File: src/design/rts_cts_link_controller_macros.svh
// Assertion macros shared by the link controller files.
`ifndef RTS_CTS_LINK_CONTROLLER_MACROS_SVH
`define RTS_CTS_LINK_CONTROLLER_MACROS_SVH

// same-cycle implication
`define RCL_ASSERT_IMPLY(label, clk, rst, ante, cons) \
   label: assert property (@(posedge clk) disable iff (rst) (ante) |-> (cons)) \
      else $error("link controller check failed");

// next-cycle implication
`define RCL_ASSERT_NEXT(label, clk, rst, ante, cons) \
   label: assert property (@(posedge clk) disable iff (rst) (ante) |=> (cons)) \
      else $error("link controller check failed");

`endif

File: src/design/rcl_pkg.sv
package rcl_pkg;

   typedef enum logic [1:0] {
      KIND_START = 2'd0,
      KIND_TICK  = 2'd1,
      KIND_FRAME = 2'd2,
      KIND_SEND  = 2'd3
   } kind_type;

   typedef enum logic [2:0] {
      ST_UNSYNC      = 3'd0,
      ST_IDLE        = 3'd1,
      ST_WAIT_CTS    = 3'd2,
      ST_WAIT_ACK    = 3'd3,
      ST_WAIT_DATA   = 3'd4,
      ST_WAIT_PACKET = 3'd5
   } link_state_type;

   localparam logic [3:0] FRAME_RTS  = 4'd0;
   localparam logic [3:0] FRAME_CTS  = 4'd1;
   localparam logic [3:0] FRAME_ACK  = 4'd2;
   localparam logic [3:0] FRAME_DATA = 4'd3;

   localparam logic [2:0] ACT_NONE        = 3'd0;
   localparam logic [2:0] ACT_RTS         = 3'd1;
   localparam logic [2:0] ACT_CTS         = 3'd2;
   localparam logic [2:0] ACT_SEND_PACKET = 3'd3;
   localparam logic [2:0] ACT_ACK         = 3'd4;

   localparam logic [3:0] BROADCAST_NODE = 4'd15;
   localparam logic [7:0] HEADER_BYTES   = 8'd4;

   localparam logic CSR_NODE_ID   = 1'b0;
   localparam logic CSR_IS_MASTER = 1'b1;

   typedef struct packed {
      kind_type   kind;
      logic [1:0] slot_pick;
      logic       clear_first;
      logic       clear_second;
      logic [3:0] frame_dest;
      logic [3:0] frame_src;
      logic [3:0] frame_type;
      logic [3:0] frame_receiver;
      logic [3:0] req_receiver;
      logic [3:0] req_handle;
      logic [7:0] req_length;
      logic       alloc_ok;
   } item_type;

   typedef struct packed {
      logic [2:0] action;
      logic [3:0] to_node;
      logic [1:0] rts_slot;
      logic [3:0] packet_handle;
      logic [7:0] packet_size;
      logic       accepted;
      logic       head_done;
      logic       deliver_local;
      logic       forward;
      logic       timer_resync;
      logic [2:0] state_now;
   } result_type;

   typedef struct packed {
      logic [7:0] size;
      logic [3:0] receiver;
      logic [3:0] handle;
   } qentry_type;

   typedef struct packed {
      logic       push;
      logic       pop;
      logic       clear;
      qentry_type entry;
   } qctl_type;

   typedef struct packed {
      qentry_type head;
      logic       nonempty;
      logic       full;
   } qstat_type;

endpackage

File: src/design/rts_cts_link_controller.sv
// RTS/CTS/DATA/ACK link controller for a slotted radio MAC. Every item (start, slot
// tick, received frame or send request) yields exactly one result item carrying the
// frame to transmit, queue events and the link state after the item. Items pass an
// input register, combinational state-update logic and a result register: a new
// item is taken every cycle unless the result side stalls. The packet queue is a
// RAM of QUEUE_DEPTH descriptors with a registered read; the head is prefetched
// every cycle so it is ready for the next item. The user must write node_id and
// is_master through the csr port only while idle; the block does not enforce it.
`include "rts_cts_link_controller_macros.svh"

module rts_cts_link_controller #(
   parameter int QUEUE_DEPTH = 8
) (
   input  logic       clock,
   input  logic       reset,

   input  logic       req_valid,
   output logic       req_stall,
   input  logic [1:0] req_kind,
   input  logic [1:0] req_slot_pick,
   input  logic       req_clear_first,
   input  logic       req_clear_second,
   input  logic [3:0] req_frame_dest,
   input  logic [3:0] req_frame_src,
   input  logic [3:0] req_frame_type,
   input  logic [3:0] req_frame_receiver,
   input  logic [3:0] req_req_receiver,
   input  logic [3:0] req_req_handle,
   input  logic [7:0] req_req_length,
   input  logic       req_alloc_ok,

   output logic       rsp_valid,
   input  logic       rsp_stall,
   output logic [2:0] rsp_action,
   output logic [3:0] rsp_to_node,
   output logic [1:0] rsp_rts_slot,
   output logic [3:0] rsp_packet_handle,
   output logic [7:0] rsp_packet_size,
   output logic       rsp_accepted,
   output logic       rsp_head_done,
   output logic       rsp_deliver_local,
   output logic       rsp_forward,
   output logic       rsp_timer_resync,
   output logic [2:0] rsp_state_now,

   input  logic       csr_valid,
   output logic       csr_ready,
   input  logic       csr_index,
   input  logic [3:0] csr_data
);

   logic                s1_valid_ff, s1_valid_in;
   rcl_pkg::item_type   s1_item_ff, s1_item_in;
   logic                rsp_valid_ff, rsp_valid_in;
   rcl_pkg::result_type rsp_data_ff, rsp_data_in;
   logic [3:0]          node_id_ff, node_id_in;
   logic                is_master_ff, is_master_in;
   rcl_pkg::item_type   req_item;
   rcl_pkg::result_type link_result;
   rcl_pkg::qctl_type   qctl;
   rcl_pkg::qstat_type  qstat;
   logic                advance;
   logic                take;

   assign csr_ready = 1'b1;

   always_comb begin
      node_id_in   = node_id_ff;
      is_master_in = is_master_ff;
      if (csr_valid) begin
         case (csr_index)
            rcl_pkg::CSR_NODE_ID:   node_id_in   = csr_data;
            rcl_pkg::CSR_IS_MASTER: is_master_in = csr_data[0];
            default:                node_id_in   = node_id_ff;
         endcase
      end
   end

   assign req_item.kind           = rcl_pkg::kind_type'(req_kind);
   assign req_item.slot_pick      = req_slot_pick;
   assign req_item.clear_first    = req_clear_first;
   assign req_item.clear_second   = req_clear_second;
   assign req_item.frame_dest     = req_frame_dest;
   assign req_item.frame_src      = req_frame_src;
   assign req_item.frame_type     = req_frame_type;
   assign req_item.frame_receiver = req_frame_receiver;
   assign req_item.req_receiver   = req_req_receiver;
   assign req_item.req_handle     = req_req_handle;
   assign req_item.req_length     = req_req_length;
   assign req_item.alloc_ok       = req_alloc_ok;

   assign advance   = s1_valid_ff && (!rsp_valid_ff || !rsp_stall);
   assign req_stall = s1_valid_ff && !advance;
   assign take      = req_valid && !req_stall;

   assign s1_valid_in  = take || (s1_valid_ff && !advance);
   assign s1_item_in   = take ? req_item : s1_item_ff;
   assign rsp_valid_in = advance || (rsp_valid_ff && rsp_stall);
   assign rsp_data_in  = advance ? link_result : rsp_data_ff;

   always_ff @(posedge clock) begin
      if (reset) begin
         s1_valid_ff  <= 1'b0;
         rsp_valid_ff <= 1'b0;
         node_id_ff   <= '0;
         is_master_ff <= 1'b0;
      end else begin
         s1_valid_ff  <= s1_valid_in;
         rsp_valid_ff <= rsp_valid_in;
         node_id_ff   <= node_id_in;
         is_master_ff <= is_master_in;
      end
   end

   always_ff @(posedge clock) begin
      s1_item_ff  <= s1_item_in;
      rsp_data_ff <= rsp_data_in;
   end

   rcl_link u_link (
      .clock     (clock),
      .reset     (reset),
      .advance   (advance),
      .item      (s1_item_ff),
      .node_id   (node_id_ff),
      .is_master (is_master_ff),
      .qstat     (qstat),
      .result    (link_result),
      .qctl      (qctl)
   );

   rcl_queue #(
      .QUEUE_DEPTH(QUEUE_DEPTH)
   ) u_queue (
      .clock (clock),
      .reset (reset),
      .qctl  (qctl),
      .qstat (qstat)
   );

   assign rsp_valid         = rsp_valid_ff;
   assign rsp_action        = rsp_data_ff.action;
   assign rsp_to_node       = rsp_data_ff.to_node;
   assign rsp_rts_slot      = rsp_data_ff.rts_slot;
   assign rsp_packet_handle = rsp_data_ff.packet_handle;
   assign rsp_packet_size   = rsp_data_ff.packet_size;
   assign rsp_accepted      = rsp_data_ff.accepted;
   assign rsp_head_done     = rsp_data_ff.head_done;
   assign rsp_deliver_local = rsp_data_ff.deliver_local;
   assign rsp_forward       = rsp_data_ff.forward;
   assign rsp_timer_resync  = rsp_data_ff.timer_resync;
   assign rsp_state_now     = rsp_data_ff.state_now;

   `RCL_ASSERT_NEXT(a_item_reaches_result, clock, reset, s1_valid_ff && !rsp_stall, rsp_valid)

endmodule

File: src/design/rcl_ram.sv
module rcl_ram #(
   parameter int WIDTH = 16,
   parameter int DEPTH = 8
) (
   input  logic                                      clock,
   input  logic                                      wr_en,
   input  logic [((DEPTH > 1) ? $clog2(DEPTH) : 1)-1:0] wr_addr,
   input  logic [WIDTH-1:0]                          wr_data,
   input  logic [((DEPTH > 1) ? $clog2(DEPTH) : 1)-1:0] rd_addr,
   output logic [WIDTH-1:0]                          rd_data
);

   logic [WIDTH-1:0] mem_ff [DEPTH];
   logic [WIDTH-1:0] rd_data_ff;

   // read-first: a same-address write is seen on the next read
   always_ff @(posedge clock) begin
      if (wr_en) begin
         mem_ff[wr_addr] <= wr_data;
      end
      rd_data_ff <= mem_ff[rd_addr];
   end

   assign rd_data = rd_data_ff;

endmodule

File: src/design/rcl_queue.sv
`include "rts_cts_link_controller_macros.svh"

module rcl_queue #(
   parameter int QUEUE_DEPTH = 8
) (
   input  logic               clock,
   input  logic               reset,
   input  rcl_pkg::qctl_type  qctl,
   output rcl_pkg::qstat_type qstat
);

   localparam int PTR_W = (QUEUE_DEPTH > 1) ? $clog2(QUEUE_DEPTH) : 1;
   localparam int CNT_W = $clog2(QUEUE_DEPTH + 1);
   localparam logic [PTR_W-1:0] LAST_PTR = PTR_W'(QUEUE_DEPTH - 1);

   logic [PTR_W-1:0]    read_ff, read_in;
   logic [PTR_W-1:0]    write_ff, write_in;
   logic [CNT_W-1:0]    count_ff, count_in;
   logic                bypass_ff, bypass_in;
   rcl_pkg::qentry_type bypass_data_ff, bypass_data_in;
   logic [$bits(rcl_pkg::qentry_type)-1:0] ram_rd_data;

   always_comb begin
      read_in  = read_ff;
      write_in = write_ff;
      count_in = count_ff;
      if (qctl.clear) begin
         read_in  = '0;
         write_in = '0;
         count_in = '0;
      end else if (qctl.push) begin
         write_in = (write_ff == LAST_PTR) ? '0 : write_ff + 1'b1;
         count_in = count_ff + 1'b1;
      end else if (qctl.pop) begin
         read_in  = (read_ff == LAST_PTR) ? '0 : read_ff + 1'b1;
         count_in = count_ff - 1'b1;
      end
   end

   // write into the slot about to be read: forward it past the RAM
   assign bypass_in      = qctl.push && (write_ff == read_in);
   assign bypass_data_in = qctl.entry;

   always_ff @(posedge clock) begin
      if (reset) begin
         read_ff   <= '0;
         write_ff  <= '0;
         count_ff  <= '0;
         bypass_ff <= 1'b0;
      end else begin
         read_ff   <= read_in;
         write_ff  <= write_in;
         count_ff  <= count_in;
         bypass_ff <= bypass_in;
      end
   end

   always_ff @(posedge clock) begin
      bypass_data_ff <= bypass_data_in;
   end

   rcl_ram #(
      .WIDTH($bits(rcl_pkg::qentry_type)),
      .DEPTH(QUEUE_DEPTH)
   ) u_ram (
      .clock   (clock),
      .wr_en   (qctl.push),
      .wr_addr (write_ff),
      .wr_data (qctl.entry),
      .rd_addr (read_in),
      .rd_data (ram_rd_data)
   );

   assign qstat.head     = bypass_ff ? bypass_data_ff : rcl_pkg::qentry_type'(ram_rd_data);
   assign qstat.nonempty = (count_ff != '0);
   assign qstat.full     = (count_ff == CNT_W'(QUEUE_DEPTH));

   `RCL_ASSERT_IMPLY(a_no_push_when_full, clock, reset, qctl.push, !qstat.full)
   `RCL_ASSERT_IMPLY(a_no_pop_when_empty, clock, reset, qctl.pop, qstat.nonempty)
   `RCL_ASSERT_NEXT(a_pop_decrements, clock, reset, qctl.pop && !qctl.clear && !qctl.push, count_ff == $past(count_ff) - 1'b1)

endmodule

File: src/design/rcl_link.sv
`include "rts_cts_link_controller_macros.svh"

module rcl_link (
   input  logic                clock,
   input  logic                reset,
   input  logic                advance,
   input  rcl_pkg::item_type   item,
   input  logic [3:0]          node_id,
   input  logic                is_master,
   input  rcl_pkg::qstat_type  qstat,
   output rcl_pkg::result_type result,
   output rcl_pkg::qctl_type   qctl
);

   rcl_pkg::link_state_type state_ff, state_in;
   logic [3:0]              partner_ff, partner_in;
   logic                    addressed;
   logic                    from_partner;
   logic                    ops_push, ops_pop, ops_clear;

   assign addressed    = (item.frame_dest == node_id) ||
                         (item.frame_dest == rcl_pkg::BROADCAST_NODE);
   assign from_partner = (partner_ff == item.frame_src);

   // next state
   always_comb begin
      state_in = state_ff;
      case (item.kind)
         rcl_pkg::KIND_START: begin
            state_in = is_master ? rcl_pkg::ST_IDLE : rcl_pkg::ST_UNSYNC;
         end
         rcl_pkg::KIND_TICK: begin
            if (state_ff != rcl_pkg::ST_UNSYNC) begin
               if (qstat.nonempty && item.clear_first && item.clear_second) begin
                  state_in = rcl_pkg::ST_WAIT_CTS;
               end else begin
                  state_in = rcl_pkg::ST_WAIT_PACKET;
               end
            end
         end
         rcl_pkg::KIND_FRAME: begin
            if (addressed) begin
               case (item.frame_type)
                  rcl_pkg::FRAME_RTS: begin
                     if (state_ff == rcl_pkg::ST_WAIT_PACKET ||
                         state_ff == rcl_pkg::ST_UNSYNC) begin
                        state_in = rcl_pkg::ST_WAIT_DATA;
                     end
                  end
                  rcl_pkg::FRAME_CTS: begin
                     if (state_ff == rcl_pkg::ST_WAIT_CTS && from_partner &&
                         qstat.nonempty) begin
                        state_in = rcl_pkg::ST_WAIT_ACK;
                     end else begin
                        state_in = rcl_pkg::ST_IDLE;
                     end
                  end
                  rcl_pkg::FRAME_ACK,
                  rcl_pkg::FRAME_DATA: begin
                     state_in = rcl_pkg::ST_IDLE;
                  end
                  default: begin
                     state_in = state_ff;
                  end
               endcase
            end
         end
         default: begin
            state_in = state_ff;
         end
      endcase
   end

   // outputs, partner and queue operations
   always_comb begin
      result     = '0;
      partner_in = partner_ff;
      ops_push   = 1'b0;
      ops_pop    = 1'b0;
      ops_clear  = 1'b0;
      case (item.kind)
         rcl_pkg::KIND_START: begin
            ops_clear = 1'b1;
         end
         rcl_pkg::KIND_TICK: begin
            if (state_ff != rcl_pkg::ST_UNSYNC && qstat.nonempty && item.clear_first) begin
               partner_in = qstat.head.receiver;
               if (item.clear_second) begin
                  result.action   = rcl_pkg::ACT_RTS;
                  result.to_node  = qstat.head.receiver;
                  result.rts_slot = item.slot_pick;
               end
            end
         end
         rcl_pkg::KIND_FRAME: begin
            if (addressed) begin
               case (item.frame_type)
                  rcl_pkg::FRAME_RTS: begin
                     result.timer_resync = (state_ff == rcl_pkg::ST_UNSYNC);
                     if (state_ff == rcl_pkg::ST_WAIT_PACKET ||
                         state_ff == rcl_pkg::ST_UNSYNC) begin
                        result.action  = rcl_pkg::ACT_CTS;
                        result.to_node = item.frame_src;
                        partner_in     = item.frame_src;
                     end
                  end
                  rcl_pkg::FRAME_CTS: begin
                     if (state_ff == rcl_pkg::ST_WAIT_CTS && from_partner &&
                         qstat.nonempty) begin
                        result.action        = rcl_pkg::ACT_SEND_PACKET;
                        result.to_node       = partner_ff;
                        result.packet_handle = qstat.head.handle;
                        result.packet_size   = qstat.head.size;
                     end
                  end
                  rcl_pkg::FRAME_ACK: begin
                     if (state_ff == rcl_pkg::ST_WAIT_ACK && from_partner &&
                         qstat.nonempty) begin
                        result.packet_handle = qstat.head.handle;
                        result.head_done     = 1'b1;
                        ops_pop              = 1'b1;
                     end
                  end
                  rcl_pkg::FRAME_DATA: begin
                     if (state_ff == rcl_pkg::ST_WAIT_DATA && from_partner) begin
                        result.action        = rcl_pkg::ACT_ACK;
                        result.to_node       = item.frame_src;
                        result.deliver_local = (item.frame_receiver == node_id);
                        result.forward       = (item.frame_receiver != node_id);
                     end
                  end
                  default: begin
                     result.action = rcl_pkg::ACT_NONE;
                  end
               endcase
            end
         end
         rcl_pkg::KIND_SEND: begin
            if (!qstat.full && item.alloc_ok) begin
               ops_push        = 1'b1;
               result.accepted = 1'b1;
            end
         end
         default: begin
            result.action = rcl_pkg::ACT_NONE;
         end
      endcase
      result.state_now = state_in;
   end

   assign qctl.push           = advance && ops_push;
   assign qctl.pop            = advance && ops_pop;
   assign qctl.clear          = advance && ops_clear;
   assign qctl.entry.size     = rcl_pkg::HEADER_BYTES + item.req_length;
   assign qctl.entry.receiver = item.req_receiver;
   assign qctl.entry.handle   = item.req_handle;

   always_ff @(posedge clock) begin
      if (reset) begin
         state_ff   <= rcl_pkg::ST_UNSYNC;
         partner_ff <= '0;
      end else if (advance) begin
         state_ff   <= state_in;
         partner_ff <= partner_in;
      end
   end

   `RCL_ASSERT_NEXT(a_send_waits_ack, clock, reset, advance && result.action == rcl_pkg::ACT_SEND_PACKET, state_ff == rcl_pkg::ST_WAIT_ACK)
   `RCL_ASSERT_NEXT(a_rts_waits_cts, clock, reset, advance && result.action == rcl_pkg::ACT_RTS, state_ff == rcl_pkg::ST_WAIT_CTS && partner_ff == $past(qstat.head.receiver))

endmodule

File: config.mk
export PLATFORM = sky130hd
export DESIGN_NAME = rts_cts_link_controller
export DESIGN_NICKNAME = d
export VERILOG_FILES = /design/src/design/rcl_pkg.sv /design/src/design/rts_cts_link_controller.sv /design/src/design/rcl_ram.sv /design/src/design/rcl_queue.sv /design/src/design/rcl_link.sv
export VERILOG_INCLUDE_DIRS = /design/src /design/src/design
export SDC_FILE = /design/constraint.sdc
export NUM_CORES = 1
export LEC_CHECK = 0
export BUFFER_PORTS_ARGS = -buffer_cell sky130_fd_sc_hd__clkbuf_2
export CORE_MARGIN = 1
export CORE_UTILIZATION = 30
export CTS_CLUSTER_SIZE = 12
export DETAILED_ROUTE_END_ITERATION = 12
export GPL_TIMING_DRIVEN = 0
export PLACE_DENSITY = 0.49
export SETUP_SLACK_MARGIN = 0.3
export SLEW_MARGIN = 5
export SYNTH_ARGS = -nofsm -noshare
export SYNTH_HDL_FRONTEND = slang
export SYNTH_SLANG_ARGS = --single-unit
File: constraint.sdc
create_clock -name clock -period 8 [get_ports clock]
set_input_delay 0.8 -clock clock [delete_from_list [all_inputs] [get_ports clock]]
set_output_delay 0.8 -clock clock [all_outputs]
set_load 0.005 [all_outputs]
==> out/results.env, run 1 <==
CLKLATENCYLATEPIN_NS=0.55
WORST_HOLD_SLACK_NS=0.420
TRITONCTS.NUM_BUFFERS=29
VIAS=6843
LEAKAGEPOWER_uW=0.00455
ANT_NETS=0
MAPPEDNETLISTNETS=866
AREA_FRACTION_IN_COMPOUND_GATES_AFTER_SYNTHESIS_PCT=9.43
CAP_VIOL_MAX_COUNT=0
SETUP_VIOL=0
GRT_START_MAX_NET_PINS=29
HOLDCRITPATHCLASS='input pin to flop'
SYNTH.YOSYS.SEQ_AREA_SHARE_PCT=67.4
POSTSYNTH.TOPFLOPCELL='edfxtp_1'
HOLD_VIOLATIONS=0
SHARE_OF_LAYOUT_CELLS_ABOVE_DRIVE_STRENGTH_1_PCT=20.2
DIEAREA_MM2=0.0355
CTS_HTREE_LEVELS=1
FINAL-MAX-SLEW-VIOLATION-COUNT=0
WORST-ENDPOINT-ARRIVAL_NS=4.04
CTS_SINKS=253
YOSYS.AREA_SHARE.SIMPLE_PCT=14.6
SYNTH-EDFF-COUNT=196
MAX_SLEW.WORST_PIN.SLEW_NS=0.966
DRT_FIRST_ITER_VIOLATIONS=380
TOTAL_POWER_uW=2890
FIN_SKEW_NS=0.0159
GRT_SETUP_UNREPAIRED='false'
MIN_PERIOD_OVER_PERIOD_PCT=45.5
REG2REG_SETUP_SLACK_NS=4.36
CTS_ROOT_BUF='clkbuf_16'
FINAL.FILL_COUNT=3312
DRTPASS1ITERATIONS=5
AVGROUTEDWIREPERCELL_UM=19.2
PEAKVDDDROP_mV=0.154
POWER.DENSITY_mW_PER_MM2=230
IOS=81
CLOCK_TREE.BUFFER_DEPTH=3
FMAX_GHz=0.275
DRC=0
CTS_SETUP_BUFFERS=0
GR-TOTAL-OVERFLOW=0
DIE_HEIGHT_UM=188
CRITICAL_PATH_PEAK_FANOUT=10
PATH_CLK_SLEW_NS=0.06
PORTBUFFERS=79
POST_CTS.RESIZED_INSTANCES=0
SYNTH_ASYNC_SR_FLOP_SHARE_PCT=0
N_ANTENNA_CELL=0
ROUTABILITYCONGESTION=0.788
MAXSLEWHEADROOM_PCT=35.6
FIRST_GLOBAL_VIAS=6665
AREA_POST_PLACEMENT_MM2=0.0116
GRT_FIRST_PASS_WIRELENGTH_UM=40800
GLOBAL_ROUTE.USAGE.TOTAL_PCT=15.1
CLOCK_TREE_FROM_TRITONCTS='built'
TIMING.FINAL.CRIT_PERIOD_NS=3.64
ROUTED_WL_UM=26800
SYNTH_TOP_FAMILY_BY_AREA='simple AND/OR/NAND/NOR gates'
FP.DIEW_UM=188
YS_WARN_COUNT=0
POST_SYNTH_XOR_AREA_FRACTION_PCT=1.85
SYNTHDISTINCTLIBCELLS=61
SYNTH.AVG_CELL_AREA_UM2=13.0
AREA_OVERHEAD_VS_SYNTH_PCT=20.5
MULTIINPUTGATEAREA_MM2=0.00319
SETUP.WORST_PATH.END_CLASS='flop'
PLACEMENT_ROWS=67
POST-DP-HPWL_UM=18200
AREA.SEQUENTIAL_MM2=0.00703
WORST_SETUP_PATH_START_KIND='flop'
SYNTH-SEQ-CELLS=253
NETS=991
CORE_MM2=0.0339
INITIAL_ANTENNA_VIOLATION_COUNT=0
POST_CTS_HOLD_BUFFER_COUNT=0
SYNTH_MUX_AREA_SHARE_PCT=2.69
POSTLAYOUTCELLAREA_MM2=0.0126
INITIAL_CORE_UTIL_PCT=30.8
SYNTHESIS.AREA_MM2=0.0104
SYNTH_ADDER_AREA_SHARE_PCT=1.51
VIASPERCELL=4.89
POST_SYNTH_INST_COUNT=805
SETUP-TNS-FINAL_NS=0
CRIT_TYPE='flop to flop'
CP_DATA_REQUIRED_TIME_NS=8.40
OUTCOME='finished clean'
Yosys cell counts (4+ instances only):
| master | number | area share (%) |
|---|---|---|
| and2_1 | 4 | 0.24 |
| clkbuf_1 | 31 | 1.1 |
| o21a_1 | 17 | 1.2 |
| ha_1 | 11 | 1.3 |
| o22ai_1 | 4 | 0.24 |
| o32ai_1 | 16 | 1.3 |
| nand2_1 | 92 | 3.3 |
| xnor2_1 | 12 | 1.0 |
| a21oi_1 | 14 | 0.67 |
| xor2_1 | 10 | 0.84 |
| o21ai_0 | 16 | 0.77 |
| a311oi_1 | 7 | 0.59 |
| a22oi_1 | 4 | 0.29 |
| edfxtp_1 | 196 | 56 |
| nor3_1 | 7 | 0.34 |
| nand4_1 | 41 | 2.5 |
| mux2i_1 | 28 | 2.7 |
| buf_4 | 4 | 0.29 |
| nand2b_1 | 4 | 0.24 |
| dfxtp_1 | 57 | 11 |
| inv_1 | 10 | 0.36 |
| a311oi_2 | 11 | 1.6 |
| buf_2 | 11 | 0.53 |
| nor2_1 | 80 | 2.9 |
| nor3b_1 | 19 | 1.4 |
| and3_1 | 7 | 0.42 |
| a211oi_1 | 17 | 1.2 |
| nand3_1 | 25 | 1.2 |
final timing paths:
| kind | cells after the start | from | to |
|---|---|---|---|
| worst max-delay path | 12 | s1_item_ff[37]$_DFFE_PP_ | u_queue.u_ram.rd_data[5]$_DFF_P_ |
| worst min-delay path | 1 | req_req_length[1] | s1_item_ff[2]$_DFFE_PP_ |
| worst max register to register | 12 | s1_item_ff[37]$_DFFE_PP_ | u_queue.u_ram.rd_data[5]$_DFF_P_ |
| worst min register to register | 2 | is_master_ff$_SDFFE_PP0P_ | is_master_ff$_SDFFE_PP0P_ |
placed cells by master (no fill, tap or decap), types with 14 or more instances in the layout:
master / synthesis / final
a21oi_1: 14 / 14
nor2_1: 80 / 78
nand2_1: 92 / 92
clkbuf_16: 0 / 29
o32ai_1: 16 / 16
nand4_1: 41 / 41
edfxtp_1: 196 / 196
a211oi_1: 17 / 17
clkbuf_1: 31 / 35
mux2i_1: 28 / 28
nand3_1: 25 / 25
nor3b_1: 19 / 18
dfxtp_1: 57 / 57
o21ai_0: 16 / 16
clkbuf_2: 0 / 79
o21a_1: 17 / 17
through the flow:
step                      utilization [%]  worst slack (ns)  std cells
after floorplan                         -              3.60        805
after detailed placement             34.3              4.28       1347
after global placement               33.6             0.544       1332
after global routing                 37.1              4.14       1399
after CTS                            37.1              4.42       1399
final                                37.1              4.36       1399
cell type report:
cell class,instances,share of cell area [%]
plain buffers,50,1.78
inverters,10,0.299
clock inverters,16,1.47
repair buffers,94,4.51
multi-input cells,492,25.4
flip-flops and latches,253,55.9
well taps,448,4.46
clock buffers,36,6.22
power breakdown:
group	total (µW)	switching [µW]	internal, µW
clock	1340	525	817
sequential	1470	19.9	1450
combinational	84.7	52.0	32.7
total	2890	597	2300
cell families after synthesis:
family                   count (synthesis)
AND/OR/NAND/NOR                        305
buffers and inverters                   60
adder cells (fa/ha/maj)                 12
AO/OA/AOI/OAI                          124
flip-flops                             253
multiplexers                            28
other                                    1
XOR/XNOR                                22
registers in the layout, summed over array words and instances, names as in the netlist, 2 cells and up:
name	flops
rsp_action	3
rsp_to_node	4
u_queue.count_ff	4
u_queue.write_ff	3
u_queue.u_ram.mem_ff	128
s1_item_ff	39
node_id_ff	4
rsp_packet_handle	4
rsp_rts_slot	2
u_link.state_ff	3
u_link.partner_ff	4
u_queue.u_ram.rd_data	16
rsp_packet_size	8
rsp_state_now	3
u_queue.read_ff	3
u_queue.bypass_data_ff	16
critical path, cell delays in order, from the launching register on:
cell and delay, ns:
edfxtp_1 0.42, inv_1 0.10, ha_1 0.15, clkbuf_1 0.29, inv_1 0.14, a311oi_2 0.29, and2_1 0.19, buf_4 0.19
mux2i_1 0.51, clkbuf_1 0.71, nor2_1 0.12, a211oi_1 0.31, a311oi_2 0.08
layer usage:
layer	track usage, %	share of wire, %	up-vias
li1	-	-	3290
met1	21.3	48	3332
met2	23.8	45	179
met3	2.27	4.7	42
met4	4.53	2.5	0
met5	0	0	-
(Power assumes the default switching activity.)
==> run 2, diff against run 1 <==
- clock period: 8 -> 3.7 ns (I/O delays scaled with it)
==> run 2 against run 1 <==
Effect of this change:
- clock power rose by 110%
- via count rose by 1.2%
- final cell count rose by 1.9%
- hold slack got worse by 0.41 ns
- combinational power rose to 2.5 times the previous value
- non-clock buffer count rose by 27
- fmax rose by 13%
- largest power group unchanged
- count of clock-buffer cells in the layout rose by 4
- die area did not move
- routed wire length rose by 0.29%
==> out/results.env, run 2 (synthesized netlist as in run 1, its figures left out) <==
CTS_ROOT_BUF='clkbuf_16'
AREA.SEQUENTIAL_MM2=0.00703  # unchanged
SETUP-TNS-FINAL_NS=0  # unchanged
FINAL-MAX-SLEW-VIOLATION-COUNT=0  # unchanged
AVGROUTEDWIREPERCELL_UM=18.9  # -1.5%
DRC=0  # unchanged
TRITONCTS.NUM_BUFFERS=28  # -3.4%
GLOBAL_ROUTE.USAGE.TOTAL_PCT=15.1  # +0.043 points
MAX_SLEW.WORST_PIN.SLEW_NS=0.949  # -0.0171 ns
CRIT_BUF_INV=2  # -3
CORE_MM2=0.0339  # unchanged
CTS_SINKS=253  # unchanged
SHARE_OF_LAYOUT_CELLS_ABOVE_DRIVE_STRENGTH_1_PCT=20.1  # -0.13 points
VIASPERCELL=4.86  # -0.62%
VIAS=6927  # +1.2%
OUTCOME='finished clean'
LARGEST_REGISTER_FF_COUNT=128  # unchanged
PORTBUFFERS=79  # unchanged
FIRST_GLOBAL_VIAS=6772  # +1.6%
ROUTABILITYCONGESTION=0.794  # +0.72%
DRTPASS1ITERATIONS=5  # unchanged
PLACEMENT_ROWS=67  # unchanged
DP.CELLS=1344  # -0.22%
FP.DIEW_UM=188  # unchanged
LEAKAGEPOWER_uW=0.00470  # +3.4%
AREA_POST_PLACEMENT_MM2=0.0116  # about the same
POWER.DENSITY_mW_PER_MM2=481  # +110%
INITIAL_CORE_UTIL_PCT=30.8  # unchanged
MULTIINPUTGATEAREA_MM2=0.00324  # +1.5%
POST-DP-HPWL_UM=18000  # -0.73%
LARGEST_REGISTERS='u_queue.u_ram.mem_ff (128), s1_item_ff (39)'
HOLDCRITPATHCLASS='input pin to flop'
CTS_HTREE_LEVELS=1  # unchanged
DIE_HEIGHT_UM=188  # unchanged
ANT_NETS=0  # unchanged
MOST_FREQUENT_STANDARD_CELL_IN_THE_LAYOUT_EXCLUDING_FILL_AND_TAP_CELLS='edfxtp_1'
MAXSLEWHEADROOM_PCT=36.7  # +1.1 points
MIN_PERIOD_OVER_PERIOD_PCT=87.2  # +42 points
TIMING.CRITICAL_PATH.CELLS='or4b_4 > a311oi_2 > and2_1 > buf_4 > mux2i_2 > clkbuf_4 > nor2_1 > o32ai_1 > a311oi_1'
COMMONEST_CELLS_AFTER_ROUTING_FILL_AND_TAPS_ASIDE='196 x edfxtp_1, 92 x nand2_1, 85 x clkbuf_2'
PEAKVDDDROP_mV=0.301  # +96%
POSTLAYOUTCELLAREA_MM2=0.0129  # +2.5%
CP_DATA_REQUIRED_TIME_NS=4.08  # -4.32 ns
FIN_SKEW_NS=0.0221  # +0.00620 ns
GRT_SETUP_UNREPAIRED='false'
CLOCK_TREE_FROM_TRITONCTS='built'
CRITICAL-PATH-MAX-STAGE-DELAY_NS=0.58  # -0.13 ns
CLOCK_TREE.BUFFER_DEPTH=3  # unchanged
CP_TOP_FAMILY='compound AO/OA/AOI/OAI gates'
CAP_VIOL_MAX_COUNT=0  # unchanged
IOS=81  # unchanged
GRT_FIRST_PASS_WIRELENGTH_UM=40800  # +0.12%
DRT_FIRST_ITER_VIOLATIONS=484  # +27%
DIEAREA_MM2=0.0355  # unchanged
GRT_START_MAX_NET_PINS=21  # -28%
CTS_SETUP_BUFFERS=0  # unchanged
PATH_CLK_SLEW_NS=0.06  # about the same
CRITICAL_PATH_PEAK_FANOUT=10  # unchanged
CRIT_TYPE='flop to flop'
SETUP.WORST_PATH.END_CLASS='flop'
GR-TOTAL-OVERFLOW=0  # unchanged
WORST-ENDPOINT-ARRIVAL_NS=3.60  # -0.44 ns
INITIAL_ANTENNA_VIOLATION_COUNT=0  # unchanged
CLKLATENCYLATEPIN_NS=0.55  # about the same
N_ANTENNA_CELL=0  # unchanged
LARGEST_REGISTER='u_queue.u_ram.mem_ff'
UTILIZATION_PCT=38.1  # +0.93 points
WORST_SETUP_PATH_START_KIND='flop'
FINAL.FILL_COUNT=3307  # -0.15%
AREA_OVERHEAD_VS_SYNTH_PCT=23.5
FMAX_GHz=0.310  # +13%
POST_LAYOUT_NONFILLER_INSTANCES=1425  # +1.9%
SETUP_VIOL=0  # unchanged
HOLD_VIOLATIONS=0  # unchanged
WORST_PATH_MAX_DELAY_CELL='or4b_4'
ROUTED_WL_UM=26900  # +0.29%
TIMING.FINAL.CRIT_PERIOD_NS=3.23  # -0.415 ns
NETS=1017  # +2.6%
-- run 2: through the flow --
stage	worst slack [ns]	total power (µW)	hold WS [ns]
2_1_floorplan	0.316	3310	0.431
3_3_place_gp	-2.04	3410	0.465
3_5_place_dp	0.134	3420	0.472
4_1_cts	0.306	6280	0.000143
5_1_grt	0.335	6400	0.00232
6_report	0.475	6200	0.0120
-- run 2: worst paths after layout --
path                               startpoint                               end  slack (ns)  cells past startpoint
max          u_queue.count_ff[0]$_SDFFE_PP0P_  u_queue.u_ram.rd_data[2]$_DFF_P_        0.47                      9
min                       req_req_receiver[1]          s1_item_ff[14]$_DFFE_PP_        0.01                      1
max reg2reg  u_queue.count_ff[0]$_SDFFE_PP0P_  u_queue.u_ram.rd_data[2]$_DFF_P_        0.47                      9
min reg2reg         is_master_ff$_SDFFE_PP0P_         is_master_ff$_SDFFE_PP0P_        0.48                      2
-- run 2: final cells by class --
cell class	count	area share (%)
Timing Repair Buffer	121	6.65
Multi-Input combinational cell	492	25.1
Tap cell	448	4.35
Clock inverter	11	0.990
Buffer	50	1.83
Clock buffer	40	6.26
Inverter	10	0.291
Sequential cell	253	54.5
-- run 2: routing by layer --
| metal | vias to the layer above | wire length, µm | GRT usage (%) |
|---|---|---|---|
| li1 | 3344 | - | - |
| met1 | 3360 | 12800 | 21.1 |
| met2 | 179 | 12400 | 24.3 |
| met3 | 44 | 1020 | 2.24 |
| met4 | 0 | 656 | 4.31 |
| met5 | - | 0 | 0 |
-- run 2: worst register-to-register path, stage by stage, from the launching register on --
cell and delay (ns):
dfxtp_1 0.38, or4b_4 0.58, a311oi_2 0.38, and2_1 0.18, buf_4 0.19, mux2i_2 0.42
clkbuf_4 0.33, nor2_1 0.07, o32ai_1 0.44, a311oi_1 0.10
-- run 2: where the power goes --
group	internal, µW	switching (µW)	total, µW	leakage [µW]
clock network	1710	1100	2820	0.000463
logic	92.4	122	214	0.00194
registers	3130	42.6	3170	0.00229
total	4930	1270	6200	0.00470
-- run 2: what timing repair did --
action,in CTS,in global routing
gates cloned,0,0
pin swaps,0,0
endpoints found under the hold margin,30,0
endpoints found under the setup margin,15,16
hold buffers,30,0
gates resized for setup,4,15
==> run 3, diff against run 2 <==
- SYNTH_HIERARCHICAL: default -> 1
==> run 3 against run 2 <==
Effect of this change:
- first-iteration DRC count fell by 23%
- count of clock-buffer cells in the layout grew 1
- largest cell class unchanged
- non-clock buffer count is the same
- highest routed layer unchanged
- sequential share of layout area is 0.63 points higher
- sequential cell count stayed put
- hold slack improved by 0.011 ns
- cell area decreased by 1.1%
- fmax fell by 2.5%
- register-to-register slack lost 0.08 ns
- total power shrank 1.8%
==> out/results.env, run 3 <==
AVGROUTEDWIREPERCELL_UM=18.3  # -2.9%
POSTSYNTH.TOPFLOPCELL='edfxtp_1'
SYNTH.TOP_CELLS.BY_AREA='edfxtp_1 58%, dfxtp_1 11%, mux4_1 7.3%'
PLACEMENT_ROWS=66  # -1.5%
CRIT_BUF_INV=3  # +1
POST_SYNTH_MOST_FREQUENT_CELLS='196 x edfxtp_1, 57 x dfxtp_1, 36 x mux2_2'
SYNTH.YOSYS.SEQ_AREA_SHARE_PCT=69.2  # +1.9 points
GR-TOTAL-OVERFLOW=0  # unchanged
GRT_SETUP_UNREPAIRED='true'
PATH_CLK_SLEW_NS=0.06  # about the same
POST_LAYOUT_NONFILLER_INSTANCES=1239  # -13%
CTS_HTREE_LEVELS=1  # unchanged
CRITICAL-PATH-MAX-STAGE-DELAY_NS=0.54  # -0.04 ns
REG2REG_DEPTH=13  # +4
SETUP.WORST_PATH.END_CLASS='flop'
POWER.DENSITY_mW_PER_MM2=478  # -0.64%
HOLDCRITPATHCLASS='input pin to flop'
LARGEST_REGISTERS='u_queue/u_ram/mem_ff (128), s1_item_ff (39)'
SETUP.WORST_PATH.START='s1_item_ff[31]$_DFFE_PP_'
N_ANTENNA_CELL=0  # unchanged
COMMONEST_CELLS_AFTER_ROUTING_FILL_AND_TAPS_ASIDE='196 x edfxtp_1, 80 x clkbuf_2, 57 x dfxtp_1'
CLKLATENCYLATEPIN_NS=0.54  # about the same
WORST_HOLD_SLACK_NS=0.0232  # +0.0112 ns
LARGEST_REGISTER='u_queue/u_ram/mem_ff'
MAPPEDNETLISTNETS=663  # -23%
MIN_PERIOD_OVER_PERIOD_PCT=89.4  # +2.2 points
CLOCK_TREE_FROM_TRITONCTS='built'
CP_TOP_FAMILY='multiplexers'
LEAKAGEPOWER_uW=0.00451  # -4.0%
GRT_START_MAX_NET_PINS=29  # +38%
YS_WARN_COUNT=6  # +6
WORSTSETUPPATHDEPTH=13  # +4
CORE_MM2=0.0329  # -3.0%
HOLD_VIOLATIONS=0  # unchanged
SYNTH_LARGEST_AREA_CELL='edfxtp_1'
OUTCOME='finished clean'
TIMING.FINAL.CRIT_PERIOD_NS=3.31  # +0.0831 ns
FINAL-MAX-SLEW-VIOLATION-COUNT=0  # unchanged
UTILIZATION_PCT=38.8  # +0.71 points
CTS_SINKS=253  # unchanged
MAXSLEWHEADROOM_PCT=45.3  # +8.6 points
PORTBUFFERS=79  # unchanged
DIEAREA_MM2=0.0346  # -2.7%
POSTLAYOUTCELLAREA_MM2=0.0127  # -1.1%
CAP_VIOL_MAX_COUNT=0  # unchanged
PEAKVDDDROP_mV=0.279  # -7.2%
SYNTH.AVG_CELL_AREA_UM2=16.8  # +30%
WORST_SETUP_PATH_START_KIND='flop'
CP_DATA_REQUIRED_TIME_NS=4.12  # +0.04 ns
ROUTABILITYCONGESTION=0.783  # -1.4%
MOST_FREQUENT_STANDARD_CELL_IN_THE_LAYOUT_EXCLUDING_FILL_AND_TAP_CELLS='edfxtp_1'
COUNT_LEADER_SYNTH='edfxtp_1'
SYNTH_LARGEST_TYPE_AREA_FRACTION_PCT=58.0  # +1.6 points
TIMING.CRITICAL_PATH.CELLS='xor2_2 > o41ai_4 > buf_4 > nand3_4 > nor3_4 > and2_4 > nor2b_4 > xnor2_2 > nor2_2 > buf_6 > buf_12 > mux4_1 > mux2_4'
SYNTH-EDFF-COUNT=196  # unchanged
GLOBAL_ROUTE.USAGE.TOTAL_PCT=13.1  # -2.0 points
DRTPASS1ITERATIONS=4  # -1
CLOCK_TREE.BUFFER_DEPTH=3  # unchanged
WORST-ENDPOINT-ARRIVAL_NS=3.73  # +0.13 ns
CRITICAL_PATH_PEAK_FANOUT=8  # -2
SYNTH-SEQ-CELLS=253  # unchanged
TRITONCTS.NUM_BUFFERS=28  # unchanged
VIAS=5683  # -18%
INITIAL_ANTENNA_VIOLATION_COUNT=0  # unchanged
NETS=835  # -18%
CRIT_TYPE='flop to flop'
CTS_ROOT_BUF='clkbuf_16'
SYNTHESIS.AREA_MM2=0.0101  # -2.7%
GRT_FIRST_PASS_WIRELENGTH_UM=33800  # -17%
FMAX_GHz=0.302  # -2.5%
FINAL.FILL_COUNT=3116  # -5.8%
SYNTHDISTINCTLIBCELLS=63  # +3.3%
POST-DP-HPWL_UM=15100  # -16%
VIASPERCELL=4.59  # -5.6%
DRC=0  # unchanged
POST_SYNTH_INST_COUNT=603  # -25%
IOS=81  # unchanged
MAX_SLEW.WORST_PIN.SLEW_NS=0.815  # -0.134 ns
FIN_SKEW_NS=0.0113  # -0.0108 ns
FP.DIEW_UM=186  # -1.4%
DRT_FIRST_ITER_VIOLATIONS=375  # -23%
AREA_OVERHEAD_VS_SYNTH_PCT=25.6
SETUP_VIOL=0  # unchanged
ROUTED_WL_UM=22700  # -16%
SYNTH_ASYNC_SR_FLOP_SHARE_PCT=0  # unchanged
INITIAL_CORE_UTIL_PCT=30.9  # +0.070 points
DIE_HEIGHT_UM=186  # -1.4%
AREA_POST_PLACEMENT_MM2=0.0113  # -2.7%
WORST_PATH_MAX_DELAY_CELL='mux4_1'
LARGEST_REGISTER_FF_COUNT=128  # unchanged
R2R-END='u_queue/u_ram/rd_data[3]$_DFF_P_'
TIMING.RR.START='s1_item_ff[31]$_DFFE_PP_'
DP.CELLS=1136  # -15%
CP-ENDPOINT='u_queue/u_ram/rd_data[3]$_DFF_P_'
ANT_NETS=0  # unchanged
SHARE_OF_LAYOUT_CELLS_ABOVE_DRIVE_STRENGTH_1_PCT=33.8  # +14 points
FIRST_GLOBAL_VIAS=5828  # -14%
REG2REG_SETUP_SLACK_NS=0.39  # -0.08 ns
run 3: through the flow:
step / setup TNS (ns) / power (µW) / setup slack, ns
3_3_place_gp: -193.09 / 3410 / -1.99
2_1_floorplan: 0 / 3320 / 0.373
6_report: 0 / 6090 / 0.392
3_5_place_dp: -8.67 / 3420 / -0.586
4_1_cts: 0 / 6180 / 0.326
5_1_grt: 0 / 6330 / 0.254
run 3: where the power goes:
group / leakage (µW) / internal, µW / switching [µW] / total, µW
Clock: 0.000444 / 1620 / 1080 / 2700
Combinational: 0.00178 / 113 / 126 / 238
Sequential: 0.00228 / 3130 / 29.3 / 3150
run 3: cells by family after synthesis:
| family | synth area share (%) |
|---|---|
| AOI/OAI and AO/OA | 3.59 |
| muxes | 12.7 |
| adders and majority gates | 1.43 |
| buffers and inverters | 2.45 |
| and+or+nand+nor | 8.61 |
| DFF | 69.2 |
| other | 0.0370 |
| xor gates and xnor gates | 1.99 |
run 3: timing repair:
action                                  CTS  global route
endpoints found under the hold margin    37             0
endpoints found under the setup margin   16            16
pin swaps                                 4             4
setup buffers                             5             6
resized for setup                        16            35
hold buffers                             37             0
gates cloned                              0             3
run 3: layout make-up:
| cell class | instances | area, µm² | share of cell area [%] |
|---|---|---|---|
| Sequential cell | 253 | 7030 | 55.2 |
| Multi-Input combinational cell | 309 | 2880 | 22.6 |
| Timing Repair Buffer | 142 | 1080 | 8.50 |
| Clock buffer | 41 | 790 | 6.20 |
| Tap cell | 442 | 553 | 4.34 |
| Buffer | 29 | 243 | 1.91 |
| Clock inverter | 11 | 116 | 0.913 |
| Inverter | 12 | 45.0 | 0.354 |
run 3: metal layers:
metal  track usage (%)  vias to the layer above  share of wire (%)
li1                  -                     2652                  -
met1              17.5                     2876                 45
met2              21.8                      122                 49
met3              2.07                       33                3.9
met4              3.74                        0                1.9
met5                 0                        -                  0
run 3: worst min path at each step:
stage,startpoint,cells after the start,endpoint
6_report,req_frame_receiver[0],1,s1_item_ff[17]$_DFFE_PP_
5_1_grt,req_frame_receiver[0],1,s1_item_ff[17]$_DFFE_PP_
4_1_cts,req_frame_receiver[0],1,s1_item_ff[17]$_DFFE_PP_
3_5_place_dp,s1_item_ff[16]$_DFFE_PP_,1,u_queue/bypass_data_ff[7]$_DFF_P_
3_3_place_gp,s1_valid_ff$_SDFF_PP0_,2,rsp_valid$_SDFF_PP0_
2_1_floorplan,reset,1,u_link/state_ff[1]$_SDFFE_PP0P_
run 3: worst reg2reg max path, stage by stage, from the launching register on:
cell and delay, ns:
edfxtp_1 0.42, xor2_2 0.18, o41ai_4 0.33, buf_4 0.19
nand3_4 0.10, nor3_4 0.23, and2_4 0.18, nor2b_4 0.16
xnor2_2 0.09, nor2_2 0.13, buf_6 0.20, buf_12 0.15
mux4_1 0.54, mux2_4 0.28
